## config.mk

```make
export PLATFORM = sky130hd
export DESIGN_NAME = midi_track_event_encoder_flat
export DESIGN_NICKNAME = d
export VERILOG_FILES = /design/src/rtl/mte_pkg.sv /design/src/rtl/mte_req_if.sv /design/src/rtl/mte_rsp_if.sv /design/src/rtl/midi_track_event_encoder.sv /design/src/rtl/mte_front.sv /design/src/rtl/mte_queue.sv /design/src/rtl/mte_back.sv /design/src/flat_wrapper.sv
export SDC_FILE = /design/constraint.sdc
export NUM_CORES = 1
export LEC_CHECK = 0
export ABC_CLOCK_PERIOD_IN_PS = 6000
export BUFFER_PORTS_ARGS = -buffer_cell sky130_fd_sc_hd__buf_2
export CAP_MARGIN = 20
export CELL_PAD_IN_SITES_DETAIL_PLACEMENT = 1
export CELL_PAD_IN_SITES_GLOBAL_PLACEMENT = 1
export CORE_MARGIN = 2
export CORE_UTILIZATION = 43
export CTS_CLUSTER_SIZE = 12
export DETAILED_ROUTE_END_ITERATION = 8
export GPL_TIMING_DRIVEN = 0
export PLACE_DENSITY = 0.81
export SYNTH_ARGS = -nofsm -noshare
export SYNTH_HDL_FRONTEND = slang
export SYNTH_SLANG_ARGS = --single-unit
```

## constraint.sdc

```tcl
create_clock -name clock -period 6 [get_ports clock]
set_input_delay 0.9 -clock clock [delete_from_list [all_inputs] [get_ports clock]]
set_output_delay 0.9 -clock clock [all_outputs]
set_load 0.05 [all_outputs]
```

## src/rtl/mte_pkg.sv

```systemverilog
package mte_pkg;

   localparam int unsigned VLQ_GROUPS_DEFAULT = 4;
   localparam int unsigned VLQ_BYTES_MAX = 4;
   localparam int unsigned FIELD_WIDTH = 28;
   localparam int unsigned RUN_MAX = 10;
   localparam int unsigned RUN_COUNT_WIDTH = $clog2(RUN_MAX + 1);
   localparam int unsigned QUEUE_DEPTH = 2;
   localparam int unsigned QUEUE_PTR_WIDTH = $clog2(QUEUE_DEPTH);
   localparam int unsigned QUEUE_FILL_WIDTH = $clog2(QUEUE_DEPTH + 1);

   localparam logic [1:0] KIND_CHANNEL = 2'd0;
   localparam logic [1:0] KIND_META    = 2'd1;
   localparam logic [1:0] KIND_PAYLOAD = 2'd2;

   localparam logic [2:0] MIDI_PROGRAM       = 3'd5;
   localparam logic [2:0] MIDI_CHAN_PRESSURE = 3'd6;

   localparam logic [7:0] META_PREFIX = 8'hff;
   localparam logic [7:0] RS_CLEARED  = 8'h00;

   typedef logic [RUN_COUNT_WIDTH-1:0] run_count_type;

   typedef struct packed {
      logic [VLQ_BYTES_MAX-1:0][7:0] bytes;
      logic [2:0]                    count;
   } vlq_type;

   // One encoded event run, bytes in the order they leave the block.
   typedef struct packed {
      logic [RUN_MAX-1:0][7:0] bytes;
      run_count_type           count;
   } run_type;

   function automatic logic [7:0] status_base(input logic [2:0] kind);
      logic [7:0] base;
      case (kind)
         3'd0:    base = 8'h80;
         3'd1:    base = 8'h90;
         3'd2:    base = 8'ha0;
         3'd3:    base = 8'hb0;
         3'd4:    base = 8'hb0;
         3'd5:    base = 8'hc0;
         3'd6:    base = 8'hd0;
         3'd7:    base = 8'he0;
         default: base = 8'h80;
      endcase
      return base;
   endfunction

   // Big-endian VLQ, leading zero groups dropped, saturating when the value
   // does not fit in groups_max groups.
   function automatic vlq_type vlq_encode(input logic [FIELD_WIDTH-1:0] value,
                                          input int unsigned groups_max);
      vlq_type                r;
      logic [FIELD_WIDTH-1:0] v;
      logic [2:0]             n;
      logic [1:0]             sel;
      v = value;
      if (groups_max < VLQ_BYTES_MAX && (value >> (7 * groups_max)) != '0) begin
         v = FIELD_WIDTH'((64'd1 << (7 * groups_max)) - 64'd1);
      end
      n = 3'd1;
      for (int g = 1; g < VLQ_BYTES_MAX; g++) begin
         if (g < groups_max && (v >> (7 * g)) != '0) begin
            n = 3'(g + 1);
         end
      end
      r.bytes = '0;
      r.count = n;
      for (int i = 0; i < VLQ_BYTES_MAX; i++) begin
         sel = 2'(n - 3'd1 - 3'(i));
         if (3'(i) < n) begin
            r.bytes[i] = {(3'(i) != (n - 3'd1)), 7'(v >> (7 * sel))};
         end
      end
      return r;
   endfunction

endpackage

```

## src/rtl/mte_req_if.sv

```systemverilog
interface mte_req_if;
   logic        valid;
   logic        ready;
   logic [1:0]  item_kind;
   logic [27:0] tick_delta;
   logic [2:0]  midi_kind;
   logic [3:0]  channel;
   logic [6:0]  data_first;
   logic [6:0]  data_second;
   logic [7:0]  meta_kind;
   logic [27:0] meta_length;
   logic [7:0]  payload_byte;

   modport source(output valid, item_kind, tick_delta, midi_kind, channel, data_first,
                  data_second, meta_kind, meta_length, payload_byte,
                  input ready);
   modport sink(input valid, item_kind, tick_delta, midi_kind, channel, data_first,
                data_second, meta_kind, meta_length, payload_byte,
                output ready);
endinterface

```

## src/rtl/mte_rsp_if.sv

```systemverilog
interface mte_rsp_if;
   logic       valid;
   logic       ready;
   logic [7:0] out_byte;
   logic       last;

   modport source(output valid, out_byte, last, input ready);
   modport sink(input valid, out_byte, last, output ready);
endinterface

```

## src/rtl/midi_track_event_encoder.sv

```systemverilog
// Encodes MIDI file track events into a byte stream, one byte per transfer on the
// response channel, with last marking the final byte of each input item's run. A
// channel event comes out as two to seven bytes (delta time VLQ of one to
// four bytes, the status byte unless it matches the running status, one or two data
// bytes), a meta header as four to ten, a payload byte as one; an item of kind 3 is taken
// and dropped. The output register, which sends one byte per cycle while the response
// channel is ready, sets the rate: the bytes of a run leave back to back and the next run
// follows directly. The front encodes each accepted item in its accepting cycle into a
// two-entry queue, so up to two runs can be taken while the output is stalled.
module midi_track_event_encoder #(
   parameter int unsigned VLQ_GROUPS = mte_pkg::VLQ_GROUPS_DEFAULT
) (
   input logic       clock,
   input logic       reset,
   mte_req_if.sink   req_chan,
   mte_rsp_if.source rsp_chan
);
   import mte_pkg::*;

   logic    push;
   run_type push_run;
   logic    queue_full;
   logic    pop;
   logic    head_valid;
   run_type head_run;

   mte_front #(
      .VLQ_GROUPS(VLQ_GROUPS)
   ) u_front (
      .clock      (clock),
      .reset      (reset),
      .req_chan   (req_chan),
      .queue_full (queue_full),
      .push       (push),
      .push_run   (push_run)
   );

   mte_queue u_queue (
      .clock      (clock),
      .reset      (reset),
      .push       (push),
      .push_run   (push_run),
      .pop        (pop),
      .full       (queue_full),
      .head_valid (head_valid),
      .head_run   (head_run)
   );

   mte_back u_back (
      .clock      (clock),
      .reset      (reset),
      .head_valid (head_valid),
      .head_run   (head_run),
      .pop        (pop),
      .rsp_chan   (rsp_chan)
   );

endmodule

```

## src/rtl/mte_front.sv

```systemverilog
module mte_front #(
   parameter int unsigned VLQ_GROUPS = mte_pkg::VLQ_GROUPS_DEFAULT
) (
   input  logic             clock,
   input  logic             reset,
   mte_req_if.sink          req_chan,
   input  logic             queue_full,
   output logic             push,
   output mte_pkg::run_type push_run
);
   import mte_pkg::*;

   logic [7:0]    running_status_ff;
   logic [7:0]    running_status_in;
   vlq_type       delta_vlq;
   vlq_type       length_vlq;
   logic [7:0]    status;
   logic          emit_status;
   logic          two_data;
   logic          accept;
   run_count_type pos;

   assign req_chan.ready = !queue_full;
   assign accept = req_chan.valid && req_chan.ready;
   assign push = accept && (req_chan.item_kind == KIND_CHANNEL ||
                            req_chan.item_kind == KIND_META ||
                            req_chan.item_kind == KIND_PAYLOAD);

   always_comb begin
      delta_vlq   = vlq_encode(req_chan.tick_delta, VLQ_GROUPS);
      length_vlq  = vlq_encode(req_chan.meta_length, VLQ_GROUPS);
      status      = status_base(req_chan.midi_kind) | {4'h0, req_chan.channel};
      emit_status = (status != running_status_ff);
      two_data    = (req_chan.midi_kind != MIDI_PROGRAM) &&
                    (req_chan.midi_kind != MIDI_CHAN_PRESSURE);
      push_run    = '0;
      pos         = '0;
      case (req_chan.item_kind)
         KIND_CHANNEL: begin
            for (int i = 0; i < VLQ_BYTES_MAX; i++) begin
               if (3'(i) < delta_vlq.count) begin
                  push_run.bytes[i] = delta_vlq.bytes[i];
               end
            end
            pos = run_count_type'(delta_vlq.count);
            if (emit_status) begin
               push_run.bytes[pos] = status;
               pos = pos + 1'b1;
            end
            push_run.bytes[pos] = {1'b0, req_chan.data_first};
            pos = pos + 1'b1;
            if (two_data) begin
               push_run.bytes[pos] = {1'b0, req_chan.data_second};
               pos = pos + 1'b1;
            end
            push_run.count = pos;
         end
         KIND_META: begin
            for (int i = 0; i < VLQ_BYTES_MAX; i++) begin
               if (3'(i) < delta_vlq.count) begin
                  push_run.bytes[i] = delta_vlq.bytes[i];
               end
            end
            pos = run_count_type'(delta_vlq.count);
            push_run.bytes[pos] = META_PREFIX;
            pos = pos + 1'b1;
            push_run.bytes[pos] = req_chan.meta_kind;
            pos = pos + 1'b1;
            for (int i = 0; i < VLQ_BYTES_MAX; i++) begin
               if (3'(i) < length_vlq.count) begin
                  push_run.bytes[pos + run_count_type'(i)] = length_vlq.bytes[i];
               end
            end
            push_run.count = pos + run_count_type'(length_vlq.count);
         end
         KIND_PAYLOAD: begin
            push_run.bytes[0] = req_chan.payload_byte;
            push_run.count    = run_count_type'(1);
         end
         default: begin
            push_run.count = '0;
         end
      endcase
   end

   // The running status follows the accepted order, which is also the output order.
   always_comb begin
      running_status_in = running_status_ff;
      if (accept && req_chan.item_kind == KIND_CHANNEL) begin
         running_status_in = status;
      end else if (accept && req_chan.item_kind == KIND_META) begin
         running_status_in = RS_CLEARED;
      end
   end

   always_ff @(posedge clock) begin
      if (reset) begin
         running_status_ff <= RS_CLEARED;
      end else begin
         running_status_ff <= running_status_in;
      end
   end

endmodule

```

## src/rtl/mte_queue.sv

```systemverilog
module mte_queue (
   input  logic             clock,
   input  logic             reset,
   input  logic             push,
   input  mte_pkg::run_type push_run,
   input  logic             pop,
   output logic             full,
   output logic             head_valid,
   output mte_pkg::run_type head_run
);
   import mte_pkg::*;

   run_type                     entry_ff [QUEUE_DEPTH];
   logic [QUEUE_PTR_WIDTH-1:0]  wr_ptr_ff;
   logic [QUEUE_PTR_WIDTH-1:0]  wr_ptr_in;
   logic [QUEUE_PTR_WIDTH-1:0]  rd_ptr_ff;
   logic [QUEUE_PTR_WIDTH-1:0]  rd_ptr_in;
   logic [QUEUE_FILL_WIDTH-1:0] fill_ff;
   logic [QUEUE_FILL_WIDTH-1:0] fill_in;
   logic                        do_push;
   logic                        do_pop;

   assign full       = (fill_ff == QUEUE_FILL_WIDTH'(QUEUE_DEPTH));
   assign head_valid = (fill_ff != '0);
   assign head_run   = entry_ff[rd_ptr_ff];
   assign do_push    = push && !full;
   assign do_pop     = pop && head_valid;

   always_comb begin
      wr_ptr_in = wr_ptr_ff;
      rd_ptr_in = rd_ptr_ff;
      fill_in   = fill_ff;
      if (do_push) begin
         wr_ptr_in = (wr_ptr_ff == QUEUE_PTR_WIDTH'(QUEUE_DEPTH - 1)) ? '0 : wr_ptr_ff + 1'b1;
      end
      if (do_pop) begin
         rd_ptr_in = (rd_ptr_ff == QUEUE_PTR_WIDTH'(QUEUE_DEPTH - 1)) ? '0 : rd_ptr_ff + 1'b1;
      end
      if (do_push && !do_pop) begin
         fill_in = fill_ff + 1'b1;
      end else if (do_pop && !do_push) begin
         fill_in = fill_ff - 1'b1;
      end
   end

   always_ff @(posedge clock) begin
      if (reset) begin
         wr_ptr_ff <= '0;
         rd_ptr_ff <= '0;
         fill_ff   <= '0;
      end else begin
         wr_ptr_ff <= wr_ptr_in;
         rd_ptr_ff <= rd_ptr_in;
         fill_ff   <= fill_in;
      end
   end

   always_ff @(posedge clock) begin
      if (do_push) begin
         entry_ff[wr_ptr_ff] <= push_run;
      end
   end

endmodule

```

## src/rtl/mte_back.sv

```systemverilog
module mte_back (
   input  logic             clock,
   input  logic             reset,
   input  logic             head_valid,
   input  mte_pkg::run_type head_run,
   output logic             pop,
   mte_rsp_if.source        rsp_chan
);
   import mte_pkg::*;

   run_count_type index_ff;
   run_count_type index_in;
   logic          valid_ff;
   logic          valid_in;
   logic [7:0]    byte_ff;
   logic [7:0]    byte_in;
   logic          last_ff;
   logic          last_in;
   logic          load;
   logic          final_byte;

   assign load       = head_valid && (!valid_ff || rsp_chan.ready);
   assign final_byte = (index_ff == (head_run.count - 1'b1));
   assign pop        = load && final_byte;

   always_comb begin
      index_in = index_ff;
      valid_in = valid_ff && !rsp_chan.ready;
      byte_in  = byte_ff;
      last_in  = last_ff;
      if (load) begin
         valid_in = 1'b1;
         byte_in  = head_run.bytes[index_ff];
         last_in  = final_byte;
         index_in = final_byte ? '0 : index_ff + 1'b1;
      end
   end

   always_ff @(posedge clock) begin
      if (reset) begin
         index_ff <= '0;
         valid_ff <= 1'b0;
      end else begin
         index_ff <= index_in;
         valid_ff <= valid_in;
      end
   end

   always_ff @(posedge clock) begin
      byte_ff <= byte_in;
      last_ff <= last_in;
   end

   assign rsp_chan.valid    = valid_ff;
   assign rsp_chan.out_byte = byte_ff;
   assign rsp_chan.last     = last_ff;

endmodule

```

## src/flat_wrapper.sv

```systemverilog
// flat-port wrapper written by rule: the top's interface ports become plain ports
module midi_track_event_encoder_flat import mte_pkg::*;
#(
   parameter int unsigned VLQ_GROUPS = mte_pkg::VLQ_GROUPS_DEFAULT
)
  (clock, reset, req_chan_valid, req_chan_item_kind, req_chan_tick_delta, req_chan_midi_kind, req_chan_channel, req_chan_data_first, req_chan_data_second, req_chan_meta_kind, req_chan_meta_length, req_chan_payload_byte, req_chan_ready, rsp_chan_valid, rsp_chan_out_byte, rsp_chan_last, rsp_chan_ready);
  mte_req_if req_chan_i ();
  mte_rsp_if rsp_chan_i ();
  input logic clock;
  input logic reset;
  input wire logic [$bits(req_chan_i.valid)-1:0] req_chan_valid;
  input wire logic [$bits(req_chan_i.item_kind)-1:0] req_chan_item_kind;
  input wire logic [$bits(req_chan_i.tick_delta)-1:0] req_chan_tick_delta;
  input wire logic [$bits(req_chan_i.midi_kind)-1:0] req_chan_midi_kind;
  input wire logic [$bits(req_chan_i.channel)-1:0] req_chan_channel;
  input wire logic [$bits(req_chan_i.data_first)-1:0] req_chan_data_first;
  input wire logic [$bits(req_chan_i.data_second)-1:0] req_chan_data_second;
  input wire logic [$bits(req_chan_i.meta_kind)-1:0] req_chan_meta_kind;
  input wire logic [$bits(req_chan_i.meta_length)-1:0] req_chan_meta_length;
  input wire logic [$bits(req_chan_i.payload_byte)-1:0] req_chan_payload_byte;
  output wire logic [$bits(req_chan_i.ready)-1:0] req_chan_ready;
  output wire logic [$bits(rsp_chan_i.valid)-1:0] rsp_chan_valid;
  output wire logic [$bits(rsp_chan_i.out_byte)-1:0] rsp_chan_out_byte;
  output wire logic [$bits(rsp_chan_i.last)-1:0] rsp_chan_last;
  input wire logic [$bits(rsp_chan_i.ready)-1:0] rsp_chan_ready;
  assign req_chan_i.valid = req_chan_valid;
  assign req_chan_i.item_kind = req_chan_item_kind;
  assign req_chan_i.tick_delta = req_chan_tick_delta;
  assign req_chan_i.midi_kind = req_chan_midi_kind;
  assign req_chan_i.channel = req_chan_channel;
  assign req_chan_i.data_first = req_chan_data_first;
  assign req_chan_i.data_second = req_chan_data_second;
  assign req_chan_i.meta_kind = req_chan_meta_kind;
  assign req_chan_i.meta_length = req_chan_meta_length;
  assign req_chan_i.payload_byte = req_chan_payload_byte;
  assign req_chan_ready = req_chan_i.ready;
  assign rsp_chan_valid = rsp_chan_i.valid;
  assign rsp_chan_out_byte = rsp_chan_i.out_byte;
  assign rsp_chan_last = rsp_chan_i.last;
  assign rsp_chan_i.ready = rsp_chan_ready;
  midi_track_event_encoder #(.VLQ_GROUPS(VLQ_GROUPS)) u_core (.clock(clock), .reset(reset), .req_chan(req_chan_i), .rsp_chan(rsp_chan_i));
endmodule
```

# Word level (Yosys, flattened, before mapping)
# Memories as Yosys holds them, arrays and structs flattened. A register that Yosys moved wholly into a read port is not among the register bits.
# Index checks and enable logic that the tools add are counted.
[word_totals]
elab_cells = 204
reg_bits = 26
output_inout_bits = 11
ramBits = 168
rom_bits = 24
n_memories = 2
[classes]
n_bitwise = 2
n_mul = 8
addsub = 22
reduce_logical = 40
order_cmp = 25
eq_ne = 13
shift = 8
mux = 76
[memory_table]
columns = ["name", "depth", "word_bits", "read_ports", "rd_clocked_by_memory_dff", "write_ports", "line", "source"]
rows = [
  ["u_core.u_queue.entry_ff", 2, 84, 1, 1, 1, "mte_queue.sv:13", "run_type entry_ff [QUEUE_DEPTH];"],
  ["(name not given)", 8, 3, 1, 0, 0, "mte_pkg.sv:37", "case (kind)"],
]
[ops]
columns = ["cell", "n"]
rows = [
  ["80-bit 2-to-1 mux", 10],
  ["80-bit bitwise mux", 8],
  ["8-bit demux with 4-bit select", 7],
  ["28-bit by 5-bit right shift with 7-bit output", 8],
  ["8-bit 2-to-1 mux", 27],
  ["28-bit nonzero test", 6],
  ["72-bit one-hot mux with 2 select lines", 1],
  ["32-bit by 64-bit bitwise OR with 64-bit output", 1],
  ["4-bit by 5-bit less-than comparator with 1-bit output, second input constant", 8],
  ["3-bit by 2-bit multiplier with 5-bit output, first input constant", 8],
  ["8-bit binary-select mux with 4-bit select", 1],
  ["4-bit by 1-bit greater-or-equal comparator with 1-bit output, second input constant", 7],
  ["8-bit demux with 3-bit select", 1],
  ["8-bit one-hot mux with 3 select lines", 1],
  ["4-bit by 1-bit adder with 4-bit output, second input constant", 5],
  ["1-bit logical AND", 20],
  ["4-bit 2-to-1 mux", 4],
  ["1-bit by 3-bit less-than comparator with 1-bit output, first input constant", 4],
  ["2-bit by 3-bit less-than comparator with 1-bit output, first input constant", 4],
  ["2-bit 2-to-1 mux", 6],
  ["2-bit by 3-bit inequality test with 1-bit output, first input constant", 4],
  ["4-bit one-hot mux with 3 select lines", 1],
  ["4-bit by 2-bit adder with 4-bit output, second input constant", 2],
  ["8-bit inequality test", 1],
  ["23 further kinds", 49],
]

# Depth between registers and ports, before layout
# Gate-level depths: netlist (run 1).
[depth]
ltp_word = 24
ltp_mapped = 23
mapped_depth_nobuf = 19

# Cells and area by module
# A second synthesis (run 1) with hierarchy kept.
[unflattened]
hier_cells = 1534
area_unflattened_um2 = 14586.5
[by_module_without_submodules]
columns = ["module", "seq_area_each_um2", "area_each_um2", "n_inst", "cells_per_inst"]
rows = [
  ["mte_front", 160.2, 7039.3, 1, 1154],
  ["mte_queue", 5144.9, 6296.0, 1, 286],
  ["mte_back", 370.4, 1251.2, 1, 94],
]

# Worst setup path after synthesis (run 1)
# Ideal clock, no wire load.
[synth_timing]
path_kind = "input -> register"
startpoint = "input req_chan_tick_delta[21]"
endpoint = "memory u_core.u_queue.entry_ff[0][24] (netlist bit) (data pin)"
path_buffers = 5
slack_ps = 136
cell_stages = 21
setup_ps = 270
arrival_ps = 5594
cell_sequence = "nor4_1 > nand2_1 > inv_2 > clkbuf_1 > clkbuf_1 > buf_1 > and2_1 > inv_1 > ha_1 > inv_1 > clkbuf_1 > nor2_1 > a21o_1 > ha_1 > nand2_1 > mux2i_2 > nor2_1 > and4_4 > buf_6 > nor4_1 > or3_1"
[synth_lines]
columns = ["element", "line", "source"]
rows = [
  ["start: declaration", "flat_wrapper.sv:13", "input wire logic [$bits(req_chan_i.tick_delta)-1:0] req_chan_tick_delta;"],
  ["end: declaration", "mte_queue.sv:13", ""],
]

==> run metrics, run 1 <==
result of the run=complete, but fails checks; violated checks=setup timing; worst-margin pin slew=1183 ps; crit path launch type=input port; compound-gate portion of the synthesized area=0.2465; Worst Setup Path Type=in -> reg; cell family contributing the most delay on the critical path=buffers and inverters; proportion of synthesized area in mux cells=0.1037; LEAKAGE=5.482 nW; number of hold violations in the final report=0; wire length of the first global-routing pass=102,600 µm; Power Density=around 250 nW/µm²; CTS Buf Count=17; class of the tightest hold or removal check=reg -> reg; layout cell share with drive strength beyond 1=0.1742; most frequently used cell type in the post-synthesis netlist=sky130_fd_sc_hd__edfxtp_1; IR drop worst, VDD=0.0002264 V; Final Routed Wirelength=73,210 µm; commonest cells in the synthesized netlist=sky130_fd_sc_hd__edfxtp_1 (177), sky130_fd_sc_hd__nand2_1 (134), sky130_fd_sc_hd__nor2_1 (130); library cell appearing most often on the critical path=sky130_fd_sc_hd__clkbuf_2; floorplan die height=185.8 µm; Main synth FF type=sky130_fd_sc_hd__edfxtp_1; Row Count=66; initial cell density of the core=0.4369; count of flip-flops with a built-in enable after synthesis=between 150 and 200; clock transition at the registers of the reported paths=70 ps; Syn Area/Cell=9.502 µm²; weighted congestion at the end of routability-driven global placement=1.071; post-placement setup slack=-3693 ps; # H-tree levels=4; clock tree sinks=195; area leader, netlist=sky130_fd_sc_hd__edfxtp_1; main combinational cell family by area after synthesis=compound AO/OA/AOI/OAI gates; count of input and output buffers=95; number of global-route vias before repair=14,190; fraction of registers with async set or reset after synthesis=0; Max-Cap Viols=0; Mapped Cells=1,496; layout-stage area growth over the synthesis result=14.20%; count of yosys warnings during synthesis=0; number of setup violations in the final report=2; detail-routed net length per standard cell=35.09 µm; Max-slew headroom=0.2111; share of the clock period used by the worst path after layout=1.009; via total after detailed routing=14,810; post-route antenna net violation count=0; total half-perimeter wirelength after legalization and detailed placement=56,800 µm; gr usage total=0.4249; fraction of the mapped netlist area in simple logic gates=0.1615; largest cells by area after synthesis=sky130_fd_sc_hd__edfxtp_1 (37%), sky130_fd_sc_hd__mux4_2 (7.6%), sky130_fd_sc_hd__a21oi_1 (3.9%), sky130_fd_sc_hd__nand2_1 (3.5%), sky130_fd_sc_hd__nor2_1 (3.4%); crit end category=register; total die area=34,530 µm²; critical path, cell by cell=buf_2 -> nor4_4 -> nand2_4 -> inv_6 -> clkbuf_4 -> clkbuf_4 -> buf_6 -> and2_4 -> ha_2 -> ha_2 -> clkbuf_2 -> clkbuf_2 -> nand2_1 -> clkbuf_2 -> o21ai_0 -> a31oi_1 -> o32ai_1 -> o221ai_1; detailed-router iteration count before antenna repair=6; post-route setup slack=-56.88 ps; die width=between 150 and 200 µm; antenna violations before repair=2; Slowest-stage cell, CP=sky130_fd_sc_hd__o32ai_1; floorplan core area=between 30,000 and 40,000 µm²; Post-Synth Adder-Cell Area=0.02253; largest fanout on the critical path=10; maximum count of clock buffers along a single path=2; clock root buffer master=sky130_fd_sc_hd__clkbuf_16; share of synthesized area occupied by flip-flops and latches=0.3993; clock skew after layout=approximately 13 ps; maximum number of pins on one net before global-route repair=67; crit path time final=6057 ps; pins over their slew limit=0; buffer and inverter count on the worst path=8; required time of the worst setup path=6100 ps; fraction of the core area covered by cells at the end of the flow=0.4989; register bit count reported by yosys=between 150 and 200; overflow left after global routing=0; Critical Path Max Stage Delay=680 ps; drt drc=0; post-synth cell types=85; number of placed I/O pins=110; count of filler cells inserted in the layout=3,785; Layout Nets=1,753; Setup TNS=-113.5 ps; CTS tree=yes; Critical Path AT=6150 ps; xor and xnor area share after synthesis=0.01760; top-area cell type share of the netlist area=0.3739; drt first-iter violations=2,159; Synth Cell Area=14,210 µm²; clock latency at the later pin of the worst-skew pair=440 ps; timing-limited maximum frequency=165.1 MHz; detailed-route vias per instance=7.102
[cells by family after synthesis]
group | Yosys count
compound gates | 509
xor+xnor | 27
fa+ha+maj | 25
buf+inv | 172
flops | 195
mux | 86
other cells | 1
simple gates | 481
[routing by layer]
metal | global-route usage | part of all wire | vias up
li1 | - | - | 6139
met1 | 0.5471 | 0.38 | 7266
met2 | 0.6675 | 0.44 | 1137
met3 | 0.09235 | 0.11 | 272
met4 | 0.2302 | 0.062 | 0
met5 | 0 | 0 | -
[path summary, 6_finish.rpt]
path	end	slack, ps	from	cells past startpoint
max	u_core.u_queue.entry_ff[0][18]	-60	req_chan_tick_delta[24]	18
min reg2reg	u_core.u_front.running_status_ff[7]	520	u_core.u_front.running_status_ff[7]	2
min	u_core.u_front.running_status_ff[7]	520	u_core.u_front.running_status_ff[7]	2
max reg2reg	u_core.u_queue.entry_ff[0][58]	900	u_core.u_front.running_status_ff[4]	16
[power breakdown]
part	switching (mW)	internal [mW]
combinational	0.786	0.394
clock	0.536	0.553
sequential	0.0559	1.67
[final cells by class]
cell class | count | area (µm²) | area share
inverter | 41 | 161.4 | 0.009943
sequential | 195 | 5675 | 0.3496
buffer | 128 | 548.0 | 0.03376
multi-input combinational | 1130 | 8036 | 0.4951
timing repair buffer | 116 | 684.4 | 0.04216
clock inverter | 14 | 140.1 | 0.008633
antenna | 2 | 5.005 | 0.0003083
tap | 442 | 553.0 | 0.03407
clock buffer | 18 | 429.2 | 0.02644
[metrics by stage]
stage	hold slack, ps	total power [mW]	instance area [µm²]	std cells
final	521.1	3.991	16230	2086
after global routing	558.3	4.086	16230	2084
after CTS	518.5	3.961	16110	2077
after detailed placement	500.7	2.876	15380	2045
after global placement	475.5	2.811	15250	2034
after floorplan	456.8	2.419	14220	1497
[state kept, by name, indices dropped and copies added (netlist names), named ones only]
name                              count
u_core.u_queue.entry_ff             168
u_core.u_queue.rd_ptr_ff              1
u_core.u_queue.wr_ptr_ff              1
u_core.u_back.rsp_chan.last           1
u_core.u_back.rsp_chan.out_byte       8
u_core.u_queue.fill_ff                2
u_core.u_back.index_ff                4
u_core.u_back.rsp_chan.valid          1
u_core.u_front.running_status_ff      8
[worst reg2reg max path: stages (launching register included)]
cell,delay (ps)
sky130_fd_sc_hd__dfxtp_1,330
sky130_fd_sc_hd__xor2_1,170
sky130_fd_sc_hd__or3_1,360
sky130_fd_sc_hd__a2111oi_2,740
sky130_fd_sc_hd__buf_2,410
sky130_fd_sc_hd__buf_1,410
sky130_fd_sc_hd__xnor2_1,340
sky130_fd_sc_hd__inv_1,210
sky130_fd_sc_hd__ha_2,280
sky130_fd_sc_hd__nand2_1,130
sky130_fd_sc_hd__mux2i_4,90
sky130_fd_sc_hd__buf_12,170
sky130_fd_sc_hd__o2111ai_4,350
sky130_fd_sc_hd__buf_4,250
sky130_fd_sc_hd__nor2_1,60
sky130_fd_sc_hd__a41oi_1,270
sky130_fd_sc_hd__o211ai_1,240
[timing repair]
action,4_1_cts,5_1_grt
endpoints found under the setup margin,164,124
gates resized for setup,44,15
hold buffers,0,0
pin swaps,2,6
buffers inserted,3,6
[placed cells by master, fill, tap and decap left out, drive strengths merged, types with 6 or more instances in the layout]
master and count:
o221ai 27, nand2 134, a21oi 113, mux4 48
buf 144, a211oi 24, a22o 6, or3 6
xor2 12, nor4 13, nor2 130, and2 26
clkbuf 118, o211ai 43, xnor2 14, dfxtp 18
o2111ai 7, a221oi 14, a22oi 17, mux2 7
edfxtp 177, nand2b 8, a311oi 13, a31oi 35
ha 24, inv 49, mux2i 31, a2111oi 10
nor2b 8, or4 7, nand4 20, o22ai 34
a211o 13, and3 14, o21ai 87, nor3 31
a32oi 12, nand3 70
Note: power is estimated with default switching activity, not from simulation.
==> inputs of run 2 (changes only) <==
- PLACE_DENSITY: 0.81 -> 0.82
==> run metrics, run 2 (synthesis gave the netlist of run 1 again) <==
result of the run=complete, but fails checks; violated checks=setup timing; CTS tree=yes; die width=185.8 µm; layout-stage area growth over the synthesis result=14.25%; antenna diode count=0; overflow left after global routing=0; total die area=approximately 35,000 µm²; # H-tree levels=4; number of setup violations in the final report=10; via total after detailed routing=15,280; number of placed I/O pins=110; total half-perimeter wirelength after legalization and detailed placement=58,920 µm; Max-Cap Viols=0; LEAKAGE=5.471 nW; number of global-route vias before repair=~15,000; final design area excluding fillers=about 16,000 µm²; instance area after placement=15,410 µm²; floorplan core area=roughly 33,000 µm²; class of the tightest hold or removal check=reg -> reg; crit end category=register; setup repair after global routing missed its margin=false; detail-routed net length per standard cell=37.37 µm; post-route antenna net violation count=0; antenna violations before repair=3; Final Routed Wirelength=77,700 µm; layout cell share with drive strength beyond 1=0.1784; launch point of the critical path=req_chan_tick_delta[24]; most frequent standard cell in the layout excluding fill and tap cells=sky130_fd_sc_hd__edfxtp_1; cell family contributing the most delay on the critical path=simple AND/OR/NAND/NOR gates; buffer and inverter count on the worst path=8; required time of the worst setup path=6110 ps; clock latency at the later pin of the worst-skew pair=440 ps; Layout Nets=1,748; Row Count=66; Setup TNS=-1014 ps; reg2reg end=u_core.u_queue.entry_ff[0][45]; clock tree sinks=195; Slowest-stage cell, CP=sky130_fd_sc_hd__a2111oi_1; CTS Buf Count=17; leading cell types in the layout, fill and taps excluded=sky130_fd_sc_hd__edfxtp_1 (177), sky130_fd_sc_hd__nand2_1 (133), sky130_fd_sc_hd__nor2_1 (126); gr usage total=0.4492; worst setup path endpoint=u_core.u_queue.entry_ff[0][67]; quantity of hold-fixing buffers added after cts=0; crit path time final=6235 ps; logic depth of the worst register-to-register path=14; r2r setup slk=880 ps; timing-limited maximum frequency=160.4 MHz; Max-slew headroom=0.1692; pins over their slew limit=0; crit path launch type=input port; drt first-iter violations=2,018; Reg2Reg Launch Point=u_core.u_front.running_status_ff[4]; largest fanout on the critical path=10; initial cell density of the core=0.4369; weighted congestion at the end of routability-driven global placement=1.050; share of the clock period used by the worst path after layout=1.039; Critical Path Max Stage Delay=between 800 and 900 ps; clock transition at the registers of the reported paths=70 ps; Power Density=248.7 nW/µm²; drt drc=0; worst-margin pin slew=~1200 ps; Power Total=4.039 mW; detailed-route vias per instance=7.349; number of flip-flops in the largest register=168; cell count of the worst hold path=2; maximum count of clock buffers along a single path=2; number of hold violations in the final report=0; post-route setup slack=-235.5 ps; wire length of the first global-routing pass=roughly 110,000 µm; floorplan die height=around 190 µm; Worst Setup Path Type=in -> reg; count of input and output buffers=95; critical path, cell by cell=buf_2 -> nor4_4 -> nand2_4 -> inv_4 -> buf_4 -> buf_6 -> buf_4 -> and2_2 -> inv_1 -> ha_1 -> clkbuf_1 -> or2_2 -> nor2_1 -> a21boi_1 -> nor3_2 -> and3_1 -> clkbuf_1 -> a2111oi_1; maximum number of pins on one net before global-route repair=61; number of logic stages on the critical path including buffering=18; register containing the most flip-flops in the final layout=u_core.u_queue.entry_ff; clock skew after layout=8.389 ps; Critical Path AT=6350 ps; detailed-router iteration count before antenna repair=5; hold slack=513.0 ps; IR drop worst, VDD=about 0.00025 V; clock root buffer master=sky130_fd_sc_hd__clkbuf_16
## run 2: changes by cell type in the layout (fill, tap and decap cells not counted), sizes merged
cell,change
clkinvlp,+1
inv,-1
clkbuf,-5
clkinv,+1
buf,-1
diode,-2
## run 2: how the worst min path moves through the flow
stage	from	endpoint
3_5_place_dp	u_core.u_back.rsp_chan.valid	u_core.u_back.rsp_chan.valid
3_3_place_gp	u_core.u_front.running_status_ff[7]	u_core.u_front.running_status_ff[7]
5_1_grt	u_core.u_back.rsp_chan.valid	u_core.u_back.rsp_chan.valid
2_1_floorplan	u_core.u_front.running_status_ff[7]	u_core.u_front.running_status_ff[7]
4_1_cts	u_core.u_back.rsp_chan.valid	u_core.u_back.rsp_chan.valid
6_report	u_core.u_back.rsp_chan.valid	u_core.u_back.rsp_chan.valid
## run 2: layout make-up
type,instances,area (µm²)
Sequential cell,195,5675
Fill cell,3739,16300
Tap cell,442,553.0
Clock buffer,17,425.4
Buffer,126,543.0
Multi-Input combinational cell,1130,8092
Inverter,41,158.9
Timing Repair Buffer,113,668.1
Clock inverter,15,125.1
## run 2: repair_timing
action / CTS / global route
endpoints found under the setup margin: 164 / 122
gates resized for setup: 45 / 24
buffers inserted: 4 / 3
pin swaps: 3 / 4
## run 2: stage by stage
stage,util,setup WS [ps],cells
after detailed placement,0.4737,-3750,2044
after CTS,0.4963,9.340,2077
after global routing,0.4992,1.250,2079
after floorplan,-,135.8,1497
final,0.4992,-235.5,2079
after global placement,0.4686,-3849,2034
## run 2: power by group
group / switching, mW / internal [mW] / leakage [nW]
Sequential: 0.0609 / 1.67 / 1.82
Clock: 0.543 / 0.543 / 0.270
Combinational: 0.828 / 0.396 / 3.38
Total: 1.43 / 2.61 / 5.47
## run 2: worst min-delay path, cell delays in order (launching register included)
cell,delay (ps)
sky130_fd_sc_hd__dfxtp_1,320
sky130_fd_sc_hd__nand2b_1,90
sky130_fd_sc_hd__a21oi_1,60
## run 2: per-layer routing
metal | global-route usage | routed length, µm | vias to the layer above
met2 | 0.6914 | 33840 | 1290
li1 | - | - | 6146
met5 | 0 | 23 | -
met4 | 0.2948 | 6186 | 4
met1 | 0.5658 | 28830 | 7474
met3 | 0.1033 | 8823 | 365
